[src/sv/mbe_pkg.sv]
package mbe_pkg;

    // Array geometry
    localparam int LANES         = 4;
    localparam int SCREEN_WIDTH  = 800;
    localparam int SCREEN_HEIGHT = 600;
    localparam int OUT_LANES     = 4;

    // Field widths
    localparam int ROW_W  = 10;
    localparam int GCOL_W = 8;
    localparam int COL_W  = 10;
    localparam int CNT_W  = 16;
    localparam int R2_W   = 31;
    localparam int CFG_W  = 32;
    localparam int IDX_W  = 3;

    // Fixed point Q8.24
    localparam int Q_W     = 32;
    localparam int FRAC    = 24;
    localparam int OFF_W   = 14;              // signed pixel offset from screen center
    localparam int MPROD_W = OFF_W + Q_W;     // offset times step
    localparam int SUM_W   = MPROD_W + 1;     // origin plus offset product
    localparam int PROD_W  = 2 * Q_W;         // full coordinate product
    localparam int SQ_W    = PROD_W - FRAC;   // product back at Q8.24, no wrap
    localparam int NEXT_W  = SQ_W + 2;        // new coordinate before clamp

    // Register reset values
    localparam logic signed [Q_W-1:0] X_ORIGIN_RST = '0;
    localparam logic signed [Q_W-1:0] Y_ORIGIN_RST = '0;
    localparam logic signed [Q_W-1:0] X_STEP_RST   = 32'sd83886;
    localparam logic signed [Q_W-1:0] Y_STEP_RST   = 32'sd83886;
    localparam logic [CNT_W-1:0]      MAX_ITER_RST = 16'd256;
    localparam logic [R2_W-1:0]       ESC_R2_RST   = 31'd1677721600;

    typedef enum logic [IDX_W-1:0] {
        CFG_X_ORIGIN  = 3'd0,
        CFG_Y_ORIGIN  = 3'd1,
        CFG_X_STEP    = 3'd2,
        CFG_Y_STEP    = 3'd3,
        CFG_MAX_ITER  = 3'd4,
        CFG_ESCAPE_R2 = 3'd5
    } t_cfg_idx;

    typedef enum logic [2:0] {
        S_IDLE,
        S_MAP,
        S_MUL,
        S_UPD,
        S_DRAIN
    } t_state;

    // Sequencer to lane controls
    typedef struct packed {
        logic accept;   // word taken: start offset products
        logic map;      // form c, seed z = c
        logic mul;      // square products
        logic upd;      // escape test and z update
    } t_lane_ctl;

    // Clamp to signed 32 bits
    function automatic logic signed [Q_W-1:0] sat_q(input logic signed [SUM_W-1:0] v);
        logic [SUM_W-Q_W:0] hi;
        logic signed [Q_W-1:0] res;
        hi = v[SUM_W-1:Q_W-1];
        if ((hi == '0) || (hi == '1)) begin
            res = v[Q_W-1:0];
        end else if (v[SUM_W-1]) begin
            res = {1'b1, {(Q_W-1){1'b0}}};
        end else begin
            res = {1'b0, {(Q_W-1){1'b1}}};
        end
        return res;
    endfunction

endpackage

[src/sv/mbe_out_if.sv]
interface mbe_out_if;
    import mbe_pkg::*;

    logic             valid;
    logic             ready;
    logic [CNT_W-1:0] count_lane0;
    logic [CNT_W-1:0] count_lane1;
    logic [CNT_W-1:0] count_lane2;
    logic [CNT_W-1:0] count_lane3;
    logic [ROW_W-1:0] out_row;
    logic [COL_W-1:0] out_first_col;

    modport source (output valid, output count_lane0, output count_lane1,
                    output count_lane2, output count_lane3, output out_row,
                    output out_first_col, input ready);
    modport sink   (input valid, input count_lane0, input count_lane1,
                    input count_lane2, input count_lane3, input out_row,
                    input out_first_col, output ready);
endinterface

[src/sv/mbe_merge.sv]
module mbe_merge (
    input  logic                              i_clk,
    input  logic                              i_rst_n,
    input  logic [mbe_pkg::LANES-1:0]         i_act,
    input  logic [mbe_pkg::CNT_W-1:0]         i_count [mbe_pkg::LANES],
    input  logic                              i_load,
    input  logic [mbe_pkg::ROW_W-1:0]         i_row,
    input  logic [mbe_pkg::COL_W-1:0]         i_first_col,
    output logic                              o_any,
    output logic                              o_free,
    mbe_out_if.source                         o_out
);
    import mbe_pkg::*;

    logic             r_valid;
    logic [CNT_W-1:0] r_cnt [OUT_LANES];
    logic [ROW_W-1:0] r_row;
    logic [COL_W-1:0] r_first;
    logic [CNT_W-1:0] w_cnt [OUT_LANES];

    // any lane still counting after this round's escape test
    assign o_any  = |i_act;
    assign o_free = !r_valid || o_out.ready;

    // lanes past the reported ones still vote in o_any
    for (genvar k = 0; k < OUT_LANES; k++) begin : g_cnt
        if (k < LANES) begin : g_live
            assign w_cnt[k] = i_count[k];
        end else begin : g_none
            assign w_cnt[k] = '0;
        end
    end

    always_ff @(posedge i_clk) begin
        if (!i_rst_n) begin
            r_valid <= 1'b0;
        end else if (i_load) begin
            r_valid <= 1'b1;
        end else if (o_out.ready) begin
            r_valid <= 1'b0;
        end
    end

    always_ff @(posedge i_clk) begin
        if (i_load) begin
            r_cnt   <= w_cnt;
            r_row   <= i_row;
            r_first <= i_first_col;
        end
    end

    assign o_out.valid         = r_valid;
    assign o_out.count_lane0   = r_cnt[0];
    assign o_out.count_lane1   = r_cnt[1];
    assign o_out.count_lane2   = r_cnt[2];
    assign o_out.count_lane3   = r_cnt[3];
    assign o_out.out_row       = r_row;
    assign o_out.out_first_col = r_first;

endmodule

[src/flat_wrapper.sv]
// flat-port wrapper written by rule: the top's interface ports become plain ports
module mbe_merge_flat import mbe_pkg::*;
  (i_clk, i_rst_n, i_act, i_count, i_load, i_row, i_first_col, o_any, o_free, o_out_valid, o_out_count_lane0, o_out_count_lane1, o_out_count_lane2, o_out_count_lane3, o_out_out_row, o_out_out_first_col, o_out_ready);
  mbe_out_if o_out_i ();
  input  logic i_clk;
  input  logic i_rst_n;
  input  logic [mbe_pkg::LANES-1:0] i_act;
  input  logic [mbe_pkg::CNT_W-1:0] i_count[mbe_pkg::LANES];
  input  logic i_load;
  input  logic [mbe_pkg::ROW_W-1:0] i_row;
  input  logic [mbe_pkg::COL_W-1:0] i_first_col;
  output logic o_any;
  output logic o_free;
  output wire logic [$bits(o_out_i.valid)-1:0] o_out_valid;
  output wire logic [$bits(o_out_i.count_lane0)-1:0] o_out_count_lane0;
  output wire logic [$bits(o_out_i.count_lane1)-1:0] o_out_count_lane1;
  output wire logic [$bits(o_out_i.count_lane2)-1:0] o_out_count_lane2;
  output wire logic [$bits(o_out_i.count_lane3)-1:0] o_out_count_lane3;
  output wire logic [$bits(o_out_i.out_row)-1:0] o_out_out_row;
  output wire logic [$bits(o_out_i.out_first_col)-1:0] o_out_out_first_col;
  input wire logic [$bits(o_out_i.ready)-1:0] o_out_ready;
  assign o_out_valid = o_out_i.valid;
  assign o_out_count_lane0 = o_out_i.count_lane0;
  assign o_out_count_lane1 = o_out_i.count_lane1;
  assign o_out_count_lane2 = o_out_i.count_lane2;
  assign o_out_count_lane3 = o_out_i.count_lane3;
  assign o_out_out_row = o_out_i.out_row;
  assign o_out_out_first_col = o_out_i.out_first_col;
  assign o_out_i.ready = o_out_ready;
  mbe_merge u_core (.i_clk(i_clk), .i_rst_n(i_rst_n), .i_act(i_act), .i_count(i_count), .i_load(i_load), .i_row(i_row), .i_first_col(i_first_col), .o_any(o_any), .o_free(o_free), .o_out(o_out_i));
endmodule
[config.mk]
export PLATFORM = sky130hd
export DESIGN_NAME = mbe_merge_flat
export DESIGN_NICKNAME = d
export VERILOG_FILES = /design/src/sv/mbe_pkg.sv /design/src/sv/mbe_out_if.sv /design/src/sv/mbe_merge.sv /design/src/flat_wrapper.sv
export SDC_FILE = /design/constraint.sdc
export NUM_CORES = 1
export LEC_CHECK = 0
export BUFFER_PORTS_ARGS = -buffer_cell sky130_fd_sc_hd__buf_4
export CORE_MARGIN = 3
export CORE_UTILIZATION = 35
export CTS_CLUSTER_DIAMETER = 30
export DETAILED_ROUTE_END_ITERATION = 8
export HOLD_SLACK_MARGIN = 0.06
export PLACE_DENSITY = 0.8
export SYNTH_ARGS = -nofsm -noshare
export SYNTH_HDL_FRONTEND = slang
export SYNTH_SLANG_ARGS = --single-unit
[constraint.sdc]
create_clock -name i_clk -period 0.8 [get_ports i_clk]
set_input_delay 0.16 -clock i_clk [delete_from_list [all_inputs] [get_ports i_clk]]
set_output_delay 0.16 -clock i_clk [all_outputs]
set_load 0.05 [all_outputs]
## Word level (Yosys, flattened, before mapping)

Index checks and enable logic that the tools add are counted.

| word-level totals | value |
|---|---|
| register bits | 85 |
| logic and storage cells | 13 |
| input bits | 92 |
| output and inout port bits | 87 |

| operators by class | value |
|---|---|
| reductions and logical operators | 4 |
| multiplexer cells | 2 |

Operators by type and width:

| cell | number |
|---|---|
| $reduce_or A4 Y1 | 1 |
| $mux W1 | 2 |
| $reduce_bool A2 Y1 | 1 |
| $logic_not A1 Y1 | 1 |
| $logic_or A1 B1 Y1 | 1 |

## Longest topological paths before layout

| logic depth | value |
|---|---|
| depth after elaboration | 2 |
| depth in mapped cells | 2 |
| gate-level depth less buffers | 2 |

## Worst setup path after synthesis

Ideal clock, no wire load.

| timing | value |
|---|---|
| path type | register -> register |
| start point | reg, netlist name u_core.o_out.valid |
| end point | reg u_core.r_valid, in the netlist u_core.o_out.valid |
| buffers on the path | 0 |
| setup slack | -576 ps |
| cell stages (with the launch flop) | 3 |
| library setup time | 81 ps |
| period minus slack after synthesis | 1376 ps |
| required time | 719 ps |
| data arrival time | 1295 ps |
| path through | dfxtp_1 > nand2b_1 > a21boi_0 |

RTL lines:

| item | line | text |
|---|---|---|
| to (signal assigned) | mbe_merge.sv:36 | `r_valid <= 1'b0;` |
| to (signal assigned) | mbe_merge.sv:38 | `r_valid <= 1'b1;` |
| to (signal assigned) | mbe_merge.sv:40 | `r_valid <= 1'b0;` |
| to (decl) | mbe_merge.sv:15 | `logic r_valid;` |

## Worst setup path after layout

| timing | value |
|---|---|
| start point | in i_act[3] (netlist name) |
| end point | out o_any |

| between the ends | value |
|---|---|
| longest elaborated chain between the ends | 1 |

RTL lines:

| item | line | text |
|---|---|---|
| from (decl) | flat_wrapper.sv:7 | `input logic [mbe_pkg::LANES-1:0] i_act;` |
| $reduce_or A4 Y1 | mbe_merge.sv:22 | `assign o_any = \|i_act;` |
| to (decl) | flat_wrapper.sv:12 | `output logic o_any;` |

Every way passes these cells.

==> impl_metrics.tcl <==
set metrics [dict create \
    min-delay-path-class "in -> reg" \
    fin_ws_ns -0.307 \
    rsz0062_at_grt "yes" \
    worstSetupEndpointType "primary output" \
    insertion_delay_ns 0.33 \
    cp.required_ns 0.64 \
    setup_tns_ns -22.18 \
    synth_cell_types 6 \
    fp.dieH_um 91.7 \
    io_buffers 178 \
    syn_nets 181 \
    yosys_register_bits 85 \
    min_period_ns 1.11 \
    cts_buffer_depth 2 \
    drt_iter0_drc 73 \
    critPathKind "in -> out" \
    crit_arrival_ns 0.95 \
    rows 30 \
    yosysSeqAreaShare_pct 99.0 \
    fp.dieW_um 91.7 \
    synth_area_leaders "edfxtp_1 98%, dfxtp_1 0.78%, a21boi_0 0.29%, or4_1 0.29%, nand2b_1 0.24%" \
    grt_pass1_vias 2281 \
    p_per_area_nw_per_um2 1980 \
    remaining_drc_errors 0 \
    clock_sinks 85 \
    worstMarginPinSlew_ns 0.222 \
    synth_area_per_cell_um2 28.8 \
    grt_max_degree 42 \
    drive_gt1_share_pct 53.4 \
    grt_usage_pct 19.9 \
    antenna_cells 0 \
    status "finished, violations left" \
    antenna_found_initial 0 \
    setup_viol 87 \
    final.period_utilization_pct 138 \
    hold_violations 0 \
    yosysTopAreaCell "edfxtp_1" \
    ys_dominant_reg_cell "edfxtp_1" \
    cts-buffers-inserted 9 \
    slew_headroom_pct 85.2 \
    yosysTopAreaCellShare_pct 98.2 \
    path_clk_slew_ns 0.07 \
    place_congestion 0.734 \
    overflow 0 \
    critical-path-top-delay-family "simple AND/OR/NAND/NOR gates" \
    htreeDepth 3 \
    placed_area_um2 4090 \
    start_util_pct 37.0 \
    ys_warn_count 0 \
    totalWireLength_mm 8.07 \
    avgRoutedWirePerCell_um 17.4 \
    die_area_um2 8400 \
    crit_slowest_cell "or4_4" \
    tritoncts "done" \
    grt_pass1_wl_mm 12.3 \
    synth_most_common_cell "edfxtp_1" \
    syn_to_final_growth_pct 112 \
    cts_root_buf "clkbuf_8" \
    cp_max_fo 1 \
    syn_area_um2 2570 \
    coreArea_um2 6940 \
    num_vias 1984 \
    crit_chain "buf_6, or4_4, buf_8" \
    critPathBufInv 2 \
    clock_skew_ns 0 \
    dr.pass1.iters 4 \
    ir_drop_mv 1.54 \
    nets 458 \
    drt-vias-per-instance 4.27 \
    async_flop_share_pct 0 \
    synth_edf_count 84 \
    fmax_mhz 904 \
    syn_inst 89 \
    ios 179 \
    ant_nets 0 \
    finalMaxSlewViolations 0 \
    slowest_delay_ns 0.53 \
    failed_checks "negative setup slack" \
    critPathLaunchType "primary input" \
    drv_cap 0 \
    final_area_um2 5430 \
    p_leak_nw 2.28 \
]
through the flow:
step | total power, mW | hold WS (ns) | worst slack, ns | utilization [%] | instances
after global placement | 7.70 | 0.338 | -0.334 | 58.8 | 366
after CTS | 10.8 | 0.0610 | -0.303 | 78.0 | 464
after global routing | 11.1 | 0.0696 | -0.334 | 78.2 | 465
final | 10.7 | 0.0756 | -0.307 | 78.2 | 465
after detailed placement | 7.74 | 0.339 | -0.341 | 58.8 | 366
after floorplan | 6.73 | 0.259 | -0.148 | - | 89
placed cells by master, fill, tap and decap left out, drive strengths merged:
cell type / synthesis / final
a21boi: 1 / 1
clkinv: 0 / 4
inv: 1 / 1
dlygate4sd3: 0 / 84
edfxtp: 84 / 84
nand2b: 1 / 1
or4: 1 / 1
dfxtp: 1 / 1
buf: 0 / 182
clkbuf: 0 / 10
timing repair:
item / in CTS / in global routing
gates resized for setup: 92 / 3
pin swaps: 1 / 1
hold endpoints to repair: 84 / 0
endpoints found under the setup margin: 87 / 87
hold buffers: 84 / 0
setup buffers: 0 / 1
cells by family (layout without fill, tap and decap cells):
group | Yosys count | in the layout | share of synthesized area, %
buffers and inverters | 1 | 281 | 0.146
AND/OR/NAND/NOR | 2 | 2 | 0.536
flip-flops | 85 | 85 | 99.0
AO/OA/AOI/OAI | 1 | 1 | 0.293
report_power, final:
group,total [mW],switching (mW),leakage (nW),internal [mW]
clock,2.44,1.37,0.0768,1.06
sequential,5.46,0.174,0.831,5.29
combinational,2.84,1.62,1.37,1.22
registers in the layout, summed over array words and instances (netlist names):
| register | count |
|---|---|
| u_core.o_out.count_lane0 | 16 |
| u_core.o_out.count_lane1 | 16 |
| u_core.o_out.count_lane2 | 16 |
| u_core.o_out.count_lane3 | 16 |
| u_core.o_out.out_first_col | 10 |
| u_core.o_out.out_row | 10 |
| u_core.o_out.valid | 1 |
per-layer routing:
| layer | global-route usage [%] | vias up | part of all wire (%) |
|---|---|---|---|
| met2 | 35.5 | 116 | 54 |
| met1 | 21.1 | 939 | 35 |
| li1 | - | 911 | - |
| met5 | 0 | - | 0 |
| met3 | 6.97 | 18 | 8.1 |
| met4 | 8.79 | 0 | 2.8 |
path summary, 6_finish.rpt:
kind	start	cells after the start	slack, ns	to
max reg2reg	u_core.o_out.valid$_SDFFE_PN0P_	3	0.05	u_core.o_out.valid$_SDFFE_PN0P_
min	i_rst_n	2	0.08	u_core.o_out.valid$_SDFFE_PN0P_
min reg2reg	u_core.o_out.valid$_SDFFE_PN0P_	3	0.62	u_core.o_out.valid$_SDFFE_PN0P_
max	i_act[3]	3	-0.31	o_any
layout make-up:
class | count | area (µm²)
fill | 382 | 1510
clock inverter | 4 | 17.5
clock buffer | 10 | 128
timing repair buffer | 266 | 2580
tap | 96 | 120
inverter | 1 | 3.75
sequential | 85 | 2550
multi-input combinational | 3 | 36.3
No activity file was read; power rests on OpenSTA's default activity.
