--- config.mk ---
export PLATFORM = sky130hd
export DESIGN_NAME = mbe_seq
export DESIGN_NICKNAME = d
export VERILOG_FILES = /design/src/sv/mbe_pkg.sv /design/src/sv/mbe_seq.sv
export SDC_FILE = /design/constraint.sdc
export NUM_CORES = 1
export LEC_CHECK = 0
export ABC_CLOCK_PERIOD_IN_PS = 16650
export BUFFER_PORTS_ARGS = -buffer_cell sky130_fd_sc_hd__buf_4
export CAP_MARGIN = 10
export CORE_AREA = 8 8 191 193
export CTS_CLUSTER_SIZE = 12
export DETAILED_ROUTE_END_ITERATION = 8
export DIE_AREA = 0 0 199 201
export PLACE_DENSITY = 0.86
export SLEW_MARGIN = 10
export SYNTH_ARGS = -nofsm -noshare
export SYNTH_HDL_FRONTEND = slang
export SYNTH_SLANG_ARGS = --single-unit
--- constraint.sdc ---
create_clock -name i_clk -period 16.65 [get_ports i_clk]
set_input_delay 0.8325 -clock i_clk [delete_from_list [all_inputs] [get_ports i_clk]]
set_output_delay 0.8325 -clock i_clk [all_outputs]
set_load 0.02 [all_outputs]
--- src/sv/mbe_pkg.sv ---
package mbe_pkg;

    // Array geometry
    localparam int LANES         = 4;
    localparam int SCREEN_WIDTH  = 800;
    localparam int SCREEN_HEIGHT = 600;
    localparam int OUT_LANES     = 4;

    // Field widths
    localparam int ROW_W  = 10;
    localparam int GCOL_W = 8;
    localparam int COL_W  = 10;
    localparam int CNT_W  = 16;
    localparam int R2_W   = 31;
    localparam int CFG_W  = 32;
    localparam int IDX_W  = 3;

    // Fixed point Q8.24
    localparam int Q_W     = 32;
    localparam int FRAC    = 24;
    localparam int OFF_W   = 14;              // signed pixel offset from screen center
    localparam int MPROD_W = OFF_W + Q_W;     // offset times step
    localparam int SUM_W   = MPROD_W + 1;     // origin plus offset product
    localparam int PROD_W  = 2 * Q_W;         // full coordinate product
    localparam int SQ_W    = PROD_W - FRAC;   // product back at Q8.24, no wrap
    localparam int NEXT_W  = SQ_W + 2;        // new coordinate before clamp

    // Register reset values
    localparam logic signed [Q_W-1:0] X_ORIGIN_RST = '0;
    localparam logic signed [Q_W-1:0] Y_ORIGIN_RST = '0;
    localparam logic signed [Q_W-1:0] X_STEP_RST   = 32'sd83886;
    localparam logic signed [Q_W-1:0] Y_STEP_RST   = 32'sd83886;
    localparam logic [CNT_W-1:0]      MAX_ITER_RST = 16'd256;
    localparam logic [R2_W-1:0]       ESC_R2_RST   = 31'd1677721600;

    typedef enum logic [IDX_W-1:0] {
        CFG_X_ORIGIN  = 3'd0,
        CFG_Y_ORIGIN  = 3'd1,
        CFG_X_STEP    = 3'd2,
        CFG_Y_STEP    = 3'd3,
        CFG_MAX_ITER  = 3'd4,
        CFG_ESCAPE_R2 = 3'd5
    } t_cfg_idx;

    typedef enum logic [2:0] {
        S_IDLE,
        S_MAP,
        S_MUL,
        S_UPD,
        S_DRAIN
    } t_state;

    // Sequencer to lane controls
    typedef struct packed {
        logic accept;   // word taken: start offset products
        logic map;      // form c, seed z = c
        logic mul;      // square products
        logic upd;      // escape test and z update
    } t_lane_ctl;

    // Clamp to signed 32 bits
    function automatic logic signed [Q_W-1:0] sat_q(input logic signed [SUM_W-1:0] v);
        logic [SUM_W-Q_W:0] hi;
        logic signed [Q_W-1:0] res;
        hi = v[SUM_W-1:Q_W-1];
        if ((hi == '0) || (hi == '1)) begin
            res = v[Q_W-1:0];
        end else if (v[SUM_W-1]) begin
            res = {1'b1, {(Q_W-1){1'b0}}};
        end else begin
            res = {1'b0, {(Q_W-1){1'b1}}};
        end
        return res;
    endfunction

endpackage

--- src/sv/mbe_seq.sv ---
module mbe_seq (
    input  logic                              i_clk,
    input  logic                              i_rst_n,
    input  logic                              i_accept,
    input  logic [mbe_pkg::ROW_W-1:0]         i_pixel_row,
    input  logic [mbe_pkg::GCOL_W-1:0]        i_group_col,
    input  logic signed [mbe_pkg::Q_W-1:0]    i_y_origin,
    input  logic signed [mbe_pkg::Q_W-1:0]    i_y_step,
    input  logic [mbe_pkg::CNT_W-1:0]         i_max_iter,
    input  logic                              i_any,
    input  logic                              i_out_free,
    output logic                              o_in_ready,
    output mbe_pkg::t_lane_ctl                o_ctl,
    output logic signed [mbe_pkg::Q_W-1:0]    o_cy_next,
    output logic signed [mbe_pkg::Q_W-1:0]    o_cy,
    output logic                              o_out_load,
    output logic [mbe_pkg::ROW_W-1:0]         o_row,
    output logic [mbe_pkg::COL_W-1:0]         o_first_col
);
    import mbe_pkg::*;

    t_state                    r_state;
    t_state                    n_state;
    logic [CNT_W-1:0]          r_round;
    logic signed [MPROD_W-1:0] r_yprod;
    logic signed [Q_W-1:0]     r_cy;
    logic [ROW_W-1:0]          r_row;
    logic [COL_W-1:0]          r_first;

    logic signed [OFF_W-1:0]   w_row_off;
    logic signed [MPROD_W-1:0] w_yprod;
    logic signed [Q_W-1:0]     w_cy;
    logic                      w_last;

    assign w_row_off = OFF_W'(i_pixel_row) - OFF_W'(SCREEN_HEIGHT / 2);
    assign w_yprod   = w_row_off * i_y_step;
    assign w_cy      = sat_q(SUM_W'(i_y_origin) + SUM_W'(r_yprod));
    assign w_last    = ((CNT_W+1)'(r_round) + (CNT_W+1)'(1)) == (CNT_W+1)'(i_max_iter);

    always_comb begin
        n_state = r_state;
        case (r_state)
            S_IDLE: begin
                if (i_accept) n_state = S_MAP;
            end
            S_MAP: begin
                n_state = (i_max_iter == '0) ? S_DRAIN : S_MUL;
            end
            S_MUL: begin
                n_state = S_UPD;
            end
            S_UPD: begin
                n_state = (!i_any || w_last) ? S_DRAIN : S_MUL;
            end
            S_DRAIN: begin
                if (i_out_free) n_state = S_IDLE;
            end
            default: begin
                n_state = S_IDLE;
            end
        endcase
    end

    always_comb begin
        o_in_ready   = (r_state == S_IDLE);
        o_ctl.accept = i_accept;
        o_ctl.map    = (r_state == S_MAP);
        o_ctl.mul    = (r_state == S_MUL);
        o_ctl.upd    = (r_state == S_UPD);
        o_out_load   = (r_state == S_DRAIN) && i_out_free;
    end

    always_ff @(posedge i_clk) begin
        if (!i_rst_n) begin
            r_state <= S_IDLE;
            r_round <= '0;
        end else begin
            r_state <= n_state;
            if (r_state == S_MAP) begin
                r_round <= '0;
            end else if (r_state == S_UPD) begin
                r_round <= r_round + CNT_W'(1);
            end
        end
    end

    always_ff @(posedge i_clk) begin
        if (i_accept) begin
            r_yprod <= w_yprod;
            r_row   <= i_pixel_row;
            r_first <= COL_W'(OFF_W'(i_group_col) * OFF_W'(LANES));
        end
        if (r_state == S_MAP) begin
            r_cy <= w_cy;
        end
    end

    assign o_cy_next   = w_cy;
    assign o_cy        = r_cy;
    assign o_row       = r_row;
    assign o_first_col = r_first;

`ifndef ASSERT_OFF
    a_round_in_limit: assert property (@(posedge i_clk) disable iff (!i_rst_n)
        (r_state == S_MUL) |-> (r_round < i_max_iter))
        else $error("round counter past limit");

    a_accept_maps: assert property (@(posedge i_clk) disable iff (!i_rst_n)
        i_accept |=> (r_state == S_MAP))
        else $error("accepted word not mapped");

    a_all_escaped_ends: assert property (@(posedge i_clk) disable iff (!i_rst_n)
        ((r_state == S_UPD) && !i_any) |=> (r_state == S_DRAIN))
        else $error("group kept running with no live lane");
`endif

endmodule

* Word level (Yosys, flattened, before mapping)
Index checks and enable logic that the tools add are counted.
** Operators by class
- Add/sub/neg operators :: 4
- $mul :: 1
- Div/mod/pow operators :: 0
- Magnitude comparators :: 0
- Equality and inequality tests :: 8
- Shift operators :: 0
- Multiplexer cells :: 7
- Bitwise gates (word level) :: 1
- Reduce and logical (&&, ||, !) cells :: 9
** Operators with widths (count)
- two-way mux 32 bit :: 2
- adder 32 x 43 -> 44 bit :: 1
- multiplier 11 x 32 -> 43 bit :: 1
- zero test 16 bit :: 2
- adder 16 x 1 -> 17 bit, second input constant :: 1
- equality test 17 x 16 -> 1 bit :: 1
- adder 16 x 1 -> 16 bit, second input constant :: 1
- equality test 16 bit, second input constant :: 1
- one-hot mux 3 bit (5 select lines) :: 1
- two-way mux 3 bit :: 4
- subtractor 10 x 9 -> 11 bit, second input constant :: 1
- equality test 3 x 2 -> 1 bit, second input constant :: 2
- inequality test 2 bit, second input constant :: 2
- equality test 3 x 1 -> 1 bit, second input constant :: 1
- equality test 3 bit, second input constant :: 1
- zero test 3 bit :: 1
- logical OR 1 bit :: 2
- AND reduction 2 bit :: 1
- OR reduction 2 bit :: 1
- logical AND 1 bit :: 1
- zero test 1 bit :: 1
- NOT 1 bit :: 1
** Storage, ports and cells
- Register bits after elaboration :: 112
- Bits in latches :: 0
- RAM bits :: 0
- Bits in read-only memories :: 0
- Output and inout port bits :: 90
- Memories kept :: 0

* Depth between registers and ports, before layout
- Depth in word-level cells :: 5
- Gate-level depth with buffers :: 27
- Gate-level depth less buffers :: 26

* Worst setup path after synthesis
Ideal clock, no wire load.
- Kind :: input port to flip-flop
- From :: input i_pixel_row[2] in the netlist's numbering
- To :: register r_yprod[42] (netlist name)
- Arrival :: 7208 ps
- Data required time :: 16390 ps
- Slack :: 9182 ps
- Stages :: 25
- Path buffers :: 1
- Cells stage by stage :: ha_1 -> o21ai_0 -> nand2_1 -> a21o_1 -> clkbuf_1 -> or2_2 -> fa_1 -> fa_1 -> inv_1 -> fa_1 -> fa_1 -> inv_1 -> fa_1 -> inv_1 -> ha_1 -> or4_1 -> o21ai_0 -> a211oi_1 -> a21oi_1 -> o211ai_1 -> a221o_1 -> or4_1 -> a31o_2 -> a21oi_1 -> xnor2_1
** On the way
- Word-level cells in the longest chain between the ends :: 2
** RTL lines
- start, declared :: line mbe_seq.sv:5 : input logic [mbe_pkg::ROW_W-1:0] i_pixel_row,
- subtractor 10 x 9 -> 11 bit :: line mbe_seq.sv:35 : assign w_row_off = OFF_W'(i_pixel_row) - OFF_W'(SCREEN_HEIGHT / 2);
- multiplier 11 x 32 -> 43 bit :: line mbe_seq.sv:36 : assign w_yprod = w_row_off * i_y_step;
- named net w_yprod[42] :: line mbe_seq.sv:31 : logic signed [MPROD_W-1:0] w_yprod;
The timed path passes the listed nets, and every way through them passes these cells.
A chain may end at the register's enable or synchronous reset.

* Final worst setup path
- From :: input i_pixel_row[2] in the netlist's numbering
- To :: register r_yprod[42] (netlist name)
** On the way
- Word-level cells in the longest chain between the ends :: 2
** RTL lines (line)
- subtractor 10 x 9 -> 11 bit :: mbe_seq.sv:35
- multiplier 11 x 32 -> 43 bit :: mbe_seq.sv:36
- named net w_yprod[42] :: mbe_seq.sv:31
The timed path passes the listed nets, and every way through them passes these cells.

==> results.md <==
* Top FF cell, synth: edfxtp_1
* Layout area overhead at 9.219%
* MaxCap Viol Count at 0
* Crit-path max FO at 35
* Detailed-router iteration count before antenna repair at 8
* Mapped Cells at roughly 2100
* Worst reg-to-reg path cell count at 11
* Beginning of the critical path: i_pixel_row[2]
* Critical Path AT at just over 8 ns
* Most common cell in the netlist: inv_1
* Worst-Skew Late Latency at 0.38 ns
* Clock Tree Buf Depth at 2
* Fin. max-slew vios at 0
* Initial antenna violation count at 1
* Synth top area cells: fa_1, edfxtp_1, ha_1, inv_1, and2_1
* Initial Utilization at between 50% and 60%
* Final Setup Violations at 0
* Reg clk slew, reported paths at roughly 0.08 ns
* Worst Tran Pin Value at roughly 1.1 ns
* Outcome: complete, no violations
* Ports at between 150 and 200
* Post-synth EDFFs at between 90 and 100
* Req. time, crit path at approximately 17 ns
* Vias per cell at between 5 and 6
* Area leader, netlist: fa_1
* CTS H-tree lvls at 3
* Syn Std Cell Area at around 20000 um^2
* CP Launch Type: input port
* Post-CTS setup buffers at 0
* Max-slew headroom at 25.15%
* Row cnt at 67
* Height of the die at around 200 um
* Die width at 199 um
* Largest net degree at the start of global routing at 64
* Hold buffers post-CTS at 0
* Final hold vios at 0
* Avg Inst Size Synth at between 9 and 10 um^2
* Critical path class: input port to flip-flop
* Reg2Reg Launch Point: r_yprod[25]
* Worst Setup EP: r_yprod[42]
* Yosys warns at 0
* Cell variety after synth at 89
* Synth top cells by count: inv_1, fa_1, nand2_1
* Post-synthesis register bit count at about 110
* Global-route wire length before repair at 79800 um
* Period utilization at between 40% and 50%
* ANT nets after route at 0
* Setup crit end kind: flip-flop
* GRT Util Overall at between 20% and 30%
* Setup Skew at about 0.011 ns
* Vias in the first global route at around 16000
* Die ar. at around 40000 um^2
* CTS buffer count at 9
* Unrepaired setup endpoints after global routing: false
* Nets@finish at between 2000 and 3000
* Post-synth ARST share at 0%
* Reg2reg end: o_cy[9]
* IO Port Bufs at 190
* Root Driver: clkbuf_16
* Maximum clock frequency at between 100 and 150 MHz
* Detailed Route Iter0 Violations at roughly 1300
* PostCTS Resize Cnt at 0
* Via count at 15270
* R2r setup slk at approximately 11 ns
* Sequential fraction of the synthesis area at about 16%
* Crit path time final at around 8 ns
* Placeable Area at around 33000 um^2
* Total grt overflow at 0
* DRC at 0
* WL per Instance at 17.93 um
* DP HPWL at roughly 40000 um
* Routability cong. at around 0.9
* Hold/Removal Path Class: flip-flop to flip-flop
* FILL cells at around 2600
* Share of cells above drive strength 1 at 12.97%
* # clock sinks at approximately 110
* Top-area cell type share of the netlist area at a little under a third
* CTS tree: built
* Total negative slack at 0 ns
* WHS Path Cells at 2
* DRT Wirelength at a little under 50000 um
per-layer routing:
layer	vias to the layer above	track usage (%)	share of wire (%)
li1	7049	-	-
met1	7484	32.55	42
met4	0	7.387	2.6
met5	-	0	0
met2	644	40.07	47
met3	93	4.241	8.2
worst max-delay path: stages:
cell and delay (ns):
buf_4 0.22, ha_1 0.28, o21ai_0 0.37, nand2_1 0.14, a21o_1 0.20, buf_4 0.24, or2_2 0.33, fa_1 0.47
fa_1 0.49, inv_1 0.05, fa_1 0.50, fa_1 0.55, inv_1 0.05, fa_1 0.53, inv_1 0.04, ha_1 0.24
or4_1 0.54, o21ai_0 0.17, a211oi_1 0.15, a21oi_1 0.35, o211ai_1 0.22, a221o_1 0.35, or4_1 0.44, a31o_2 0.26
a21oi_1 0.17, xnor2_1 0.08
worst min path at each step:
stage / from / end / slack [ns]
2_1_floorplan: r_round[1] / r_round[1] / 0.47
3_3_place_gp: r_round[1] / r_round[1] / 0.49
3_5_place_dp: r_round[1] / r_round[1] / 0.51
4_1_cts: r_round[1] / r_round[1] / 0.52
5_1_grt: r_round[1] / r_round[1] / 0.57
6_report: r_round[1] / r_round[1] / 0.52
registers in the layout, summed over array words and instances, names as in the netlist:
| signal | count |
|---|---|
| r_state | 3 |
| o_cy | 32 |
| o_first_col | 8 |
| r_round | 16 |
| o_row | 10 |
| r_yprod | 43 |
placed cells by master, fill, tap and decap left out, types with 7 or more instances in the layout:
cell and n:
nor2b_1 28, ha_1 134, fa_1 307, a311o_2 28
nor3_1 27, nor3b_1 29, nand2_1 214, o211ai_1 7
nand3_1 31, a21oi_1 85, and2_1 149, o21bai_1 9
a21o_1 35, dfxtp_1 19, o21ai_0 58, xor2_1 28
buf_4 200, nor4_1 9, nand2b_1 36, xnor2_1 81
nor2_1 90, o21a_1 15, a211oi_1 7, inv_1 371
and3_1 7, edfxtp_1 93, clkbuf_16 9, nand4_1 14
cell type report:
class / instances / area [um^2] / share of cell area [%]
inverter: 371 / 1393 / 6.474
multi-input combinational: 1544 / 14590 / 67.82
clock buffer: 10 / 229.0 / 1.065
antenna: 1 / 2.502 / 0.01163
clock inverter: 6 / 62.56 / 0.2908
tap: 448 / 560.5 / 2.606
timing repair buffer: 200 / 1501 / 6.980
sequential: 112 / 3173 / 14.75
kinds of logic after synthesis:
logic type               share of synthesized area (%)
AND/OR/NAND/NOR                                  17.41
buffers and inverters                            10.10
adder cells (fa/ha/maj)                          39.72
AO/OA/AOI/OAI                                    11.47
XOR/XNOR                                         5.070
flip-flops                                       16.11
multiplexers                                    0.1017
other                                          0.01904
through the flow:
step           worst slack, ns  util (%)  instances  hold slack, ns  area, um^2
6_report                 8.479     64.63       2692          0.5162       21510
5_1_grt                  8.123     64.63       2692          0.5660       21510
4_1_cts                  8.586     64.62       2691          0.5196       21510
3_5_place_dp             8.184     63.75       2675          0.5124       21220
3_3_place_gp             8.370     63.75       2675          0.4879       21220
2_1_floorplan            9.182         -       2132          0.4711       19700
Power is left out: the tool's default activity adds up to more than one toggle a clock period on the data nets, which glitch-free logic cannot reach.
